## config.mk

```make
export PLATFORM = sky130hd
export DESIGN_NAME = hbd_result_fifo
export DESIGN_NICKNAME = d
export VERILOG_FILES = /design/src/hbd_pkg.sv /design/src/hbd_result_fifo.sv
export SDC_FILE = /design/constraint.sdc
export NUM_CORES = 1
export LEC_CHECK = 0
export BUFFER_PORTS_ARGS = -buffer_cell sky130_fd_sc_hd__clkbuf_2
export CAP_MARGIN = 40
export CORE_ASPECT_RATIO = 2
export CORE_MARGIN = 1
export CORE_UTILIZATION = 50
export CTS_CLUSTER_DIAMETER = 60
export CTS_CLUSTER_SIZE = 20
export DETAILED_ROUTE_END_ITERATION = 10
export GPL_TIMING_DRIVEN = 0
export MAX_ROUTING_LAYER = met4
export PLACE_DENSITY = 0.73
export RECOVER_POWER = 100
export SLEW_MARGIN = 20
export SYNTH_ARGS = -nofsm -noshare
export SYNTH_HDL_FRONTEND = slang
export SYNTH_SLANG_ARGS = --single-unit
```

## constraint.sdc

```tcl
create_clock -name aclk -period 2 [get_ports aclk]
set_clock_uncertainty 0.1 [all_clocks]
set_input_delay 0.3 -clock aclk [delete_from_list [all_inputs] [get_ports aclk]]
set_output_delay 0.3 -clock aclk [all_outputs]
set_load 0.01 [all_outputs]
```

## src/hbd_pkg.sv

```systemverilog
`default_nettype none

package hbd_pkg;

    // item codes
    typedef enum logic {
        OP_LOAD   = 1'b0,
        OP_DECODE = 1'b1
    } opcode_t;

    // node numbering
    localparam logic [8:0] END_LEAF   = 9'd256;
    localparam logic [9:0] FIRST_NODE = 10'd257;

    // configuration port
    localparam int PADDR_W = 3;
    localparam int PDATA_W = 32;
    localparam logic REG_ROOT_NODE = 1'b0;

    // table entry layout: left child over right child
    localparam int CHILD_W = 9;
    localparam int ENTRY_W = 2 * CHILD_W;

    typedef struct packed {
        opcode_t    opcode;
        logic [9:0] node_index;
        logic [8:0] left_child;
        logic [8:0] right_child;
        logic       code_bit;
    } in_item_t;

    typedef struct packed {
        logic [7:0] symbol;
        logic       end_of_stream;
    } out_item_t;

endpackage

`default_nettype wire

```

## src/hbd_result_fifo.sv

```systemverilog
`default_nettype none

module hbd_result_fifo (
    input  wire logic              aclk,
    input  wire logic              aresetn,
    input  wire logic              push,
    input  wire hbd_pkg::out_item_t push_item,
    output logic                   m_valid,
    input  wire logic              m_ready,
    output hbd_pkg::out_item_t     m_data,
    output logic [1:0]             level
);

    import hbd_pkg::*;

    localparam int DEPTH = 3;
    localparam logic [1:0] LAST_PTR = 2'(DEPTH - 1);

    out_item_t  slot_reg [DEPTH];
    logic [1:0] wr_ptr_reg, wr_ptr_next;
    logic [1:0] rd_ptr_reg, rd_ptr_next;
    logic [1:0] count_reg, count_next;
    logic       pop;

    assign m_valid = (count_reg != 2'd0);
    assign m_data  = slot_reg[rd_ptr_reg];
    assign level   = count_reg;
    assign pop     = m_valid && m_ready;

    // pointer and fill count update
    always_comb begin
        wr_ptr_next = wr_ptr_reg;
        rd_ptr_next = rd_ptr_reg;
        count_next  = count_reg;
        if (push) begin
            wr_ptr_next = (wr_ptr_reg == LAST_PTR) ? 2'd0 : wr_ptr_reg + 2'd1;
        end
        if (pop) begin
            rd_ptr_next = (rd_ptr_reg == LAST_PTR) ? 2'd0 : rd_ptr_reg + 2'd1;
        end
        if (push && !pop) begin
            count_next = count_reg + 2'd1;
        end else if (pop && !push) begin
            count_next = count_reg - 2'd1;
        end
    end

    always_ff @(posedge aclk) begin
        if (!aresetn) begin
            wr_ptr_reg <= 2'd0;
            rd_ptr_reg <= 2'd0;
            count_reg  <= 2'd0;
        end else begin
            wr_ptr_reg <= wr_ptr_next;
            rd_ptr_reg <= rd_ptr_next;
            count_reg  <= count_next;
        end
    end

    // result storage
    always_ff @(posedge aclk) begin
        if (push) begin
            slot_reg[wr_ptr_reg] <= push_item;
        end
    end

endmodule

`default_nettype wire

```

==> results by group <==
CTS
  – Hold buffers post-CTS: 0
  – Num Clock Sinks: 35
  – Total CTS buffers: 5
  – CTS tree: yes
  – Clk_lat worst skew: 0.28 ns
  – Htree depth: 2
  – CTS root buf: clkbuf_8
  – Reg clk slew, reported paths: approximately 0.06 ns
  – # resized after CTS: 0
  – Setup Buffers After CTS: 0
  – Maximum root-to-sink buffer count: 2

Detailed routing
  – Via count: a little under 800
  – DR pass1 iterations: 4
  – DR DRC count: 0
  – Post-DR wirelength/cell: 15.1 um
  – ANT nets after route: 0
  – Initial DRC Count: 22
  – Via density: around 5.2
  – Post-Route WL: approximately 2300 um

Synth
  – Cells after synthesis: between 80 and 90
  – #FFs+latches synth: 35
  – Seq/Total Area, Yosys: 74.0%
  – Synth Net Count: roughly 100
  – Mapped Area: approximately 1300 um2
  – Post-synth cell types: 21
  – Mean Syn Cell Area: 14.7 um2
  – Yosys warning total: 0

GRT
  – Initial antenna violation count: 0
  – Tot GR Track Use: around 20%
  – First-pass GRT wire length: approximately 3600 um
  – Overflow after GRT: 0
  – Largest net degree at the start of global routing: 11
  – Vias in the first global route: 840

Timing
  – Max-slew headroom: between 60% and 70%
  – Worst hold margin: ~0.14 ns
  – Worst slew pin tran: about 0.53 ns
  – Count of final setup violators: 0
  – Post-layout min period: 1.85 ns
  – Final hold vios: 0
  – Period utilisation layout: between 90% and 100%
  – F_max: around 0.54 GHz
  – RSZ-0062 raised after global routing: false
  – Final Slew Violations: 0

Floorplanning
  – Die ar.: 2840 um2
  – Die Y: around 74 um
  – Die Width: between 30 and 40 um
  – Starting Density: approximately 54%
  – Core area: 2410 um2
  – Rows: 25
  – Io pins: 25

Worst hold path
  – Hold Path Stages: 1
  – Worst hold path type: in2reg
  – Endpoint, Worst Hold: slot_reg[2][2]
  – Hold path startpoint: push_item[2]

Final layout
  – Final core occ: 63.7%
  – Max FFs per register: 27
  – Layout area overhead: 17.1%
  – Layout cells sized above 1: between 10% and 20%
  – # diodes: 0
  – Final net count: approximately 140

Setup path
  – Worst path arrival time: 1.45 ns
  – CP Capture Type: output pin
  – Reg2Reg Launch Point: level[0]
  – Reg2reg path depth: 4
  – Sequence of cells on the critical path: clkbuf_2, nand2_1, o21ai_1, clkbuf_1
  – Crit start category: flop
  – Slowest-stage cell, CP: dfxtp_1
  – Critical R2R Capture: level[1]
  – Critical path class: reg2out
  – Critical path required time: around 1.6 ns
  – FF-to-FF setup slack: between 0.15 and 0.2 ns
  – CP max stage delay: between 0.5 and 0.6 ns
  – Max FO, Critical Path: 10

Run
  – Maximum Capacitance Violations: 0

Run status
  – Status: finished clean

Power and ir drop
  – Combinational power share: between 20% and 30%
  – Reg power frac: about half
  – Clock network power share: roughly 28%
  – Max IR drop VDD: 865 uV
  – Pleak: roughly 0.51 nW
  – Internal Power: approximately 1.3 mW
  – Switch Pwr: just under 0.5 mW
  – Pwr Density: between 1000 and 1500 nW/um2
  – Switching share of power: between 20% and 30%

Placed design
  – I/O Buffers: 24
  – Post-DP HPWL: roughly 1600 um
  – Gpl congestion: 0.653
==> power by group through the flow <==
| stage | combinational [mW] | clock (mW) | sequential [mW] |
|---|---|---|---|
| after global routing | 0.415 | 0.540 | 0.903 |
| after CTS | 0.419 | 0.520 | 0.895 |
| after global placement | 0.397 | 0 | 0.906 |
| after floorplan | 0.258 | 0 | 0.911 |
| after detailed placement | 0.416 | 0 | 0.911 |
| final | 0.373 | 0.503 | 0.894 |
==> layout make-up <==
type	count	area (um2)
Buffer	2	10.0
Clock buffer	7	86.3
Clock inverter	1	3.75
Fill cell	203	873
Multi-Input combinational cell	51	323
Sequential cell	35	971
Tap cell	27	33.8
Timing Repair Buffer	27	108
==> kinds of logic after synthesis <==
logic type / Yosys count / share of synthesized area, %
AOI/OAI and AO/OA: 16 / 7.35
xor gates and xnor gates: 2 / 1.34
and+or+nand+nor: 23 / 8.40
muxes: 9 / 6.87
buffers and inverters: 3 / 1.05
adders and majority gates: 1 / 0.954
DFF: 35 / 74.0
==> stage by stage <==
step                area (um2)  total power, mW  setup TNS [ns]  cells  setup WS, ns
floorplan                 1310             1.17               0     89         0.384
global placement          1470             1.30           -1.42    140        -0.152
detailed placement        1480             1.33               0    141         0.275
CTS                       1570             1.83               0    149        0.0244
global route              1540             1.86               0    150        0.0338
finish                    1540             1.77               0    150         0.152
==> per-layer routing <==
layer / routed length, um / up-vias / global-route usage, %
met4: 63 / 0 / 10.7
li1: - / 389 / -
met1: 818 / 368 / 18.2
met5: 0 / - / -
met2: 1280 / 24 / 35.0
met3: 103 / 6 / 6.27
==> how the worst max path moves through the flow <==
stage                        startpoint              to  cells after the start
after floorplan           wr_ptr_reg[1]  slot_reg[0][0]                      1
after global placement             push  slot_reg[0][3]                      2
after detailed placement           push  slot_reg[2][0]                      3
after CTS                          flop       m_data[4]                      5
after global routing           level[0]        level[1]                      4
final                              flop       m_data[0]                      4
==> critical path: cells and delay by family, from the launching register on <==
family	cells	cell delay [ns]
DFF	1	0.52
buffers and inverters	2	0.47
AOI/OAI and AO/OA	1	0.09
and+or+nand+nor	1	0.08
==> Yosys cell counts <==
master	count	area (um2)
o21a_1	2	15.0
or3b_1	1	8.76
o21ai_1	9	45.0
buf_2	2	10.0
o21ai_2	1	8.76
o21ai_0	1	5.00
nor2b_1	2	12.5
and2_1	1	6.26
or3_1	2	12.5
edfxtp_1	27	811
xnor2_1	1	8.76
ha_1	1	12.5
xor2_1	1	8.76
nand2_1	13	48.8
nor3b_1	1	7.51
nor2_1	2	7.51
or2_1	1	6.26
clkbuf_1	1	3.75
mux2i_1	9	90.1
dfxtp_1	8	160
a21boi_1	3	22.5
==> placed cells by master, fill, tap and decap left out, drive strengths merged <==
master and n:
or2 1, clkbuf 35, a21boi 3, xor2 1
edfxtp 27, o21ai 11, or3b 1, buf 1
o21a 2, nor2b 2, xnor2 1, dfxtp 8
nor2 2, nor3b 1, mux2i 9, and2 1
ha 1, or3 2, clkinv 1, nand2 13
(Power assumes the default switching activity.)
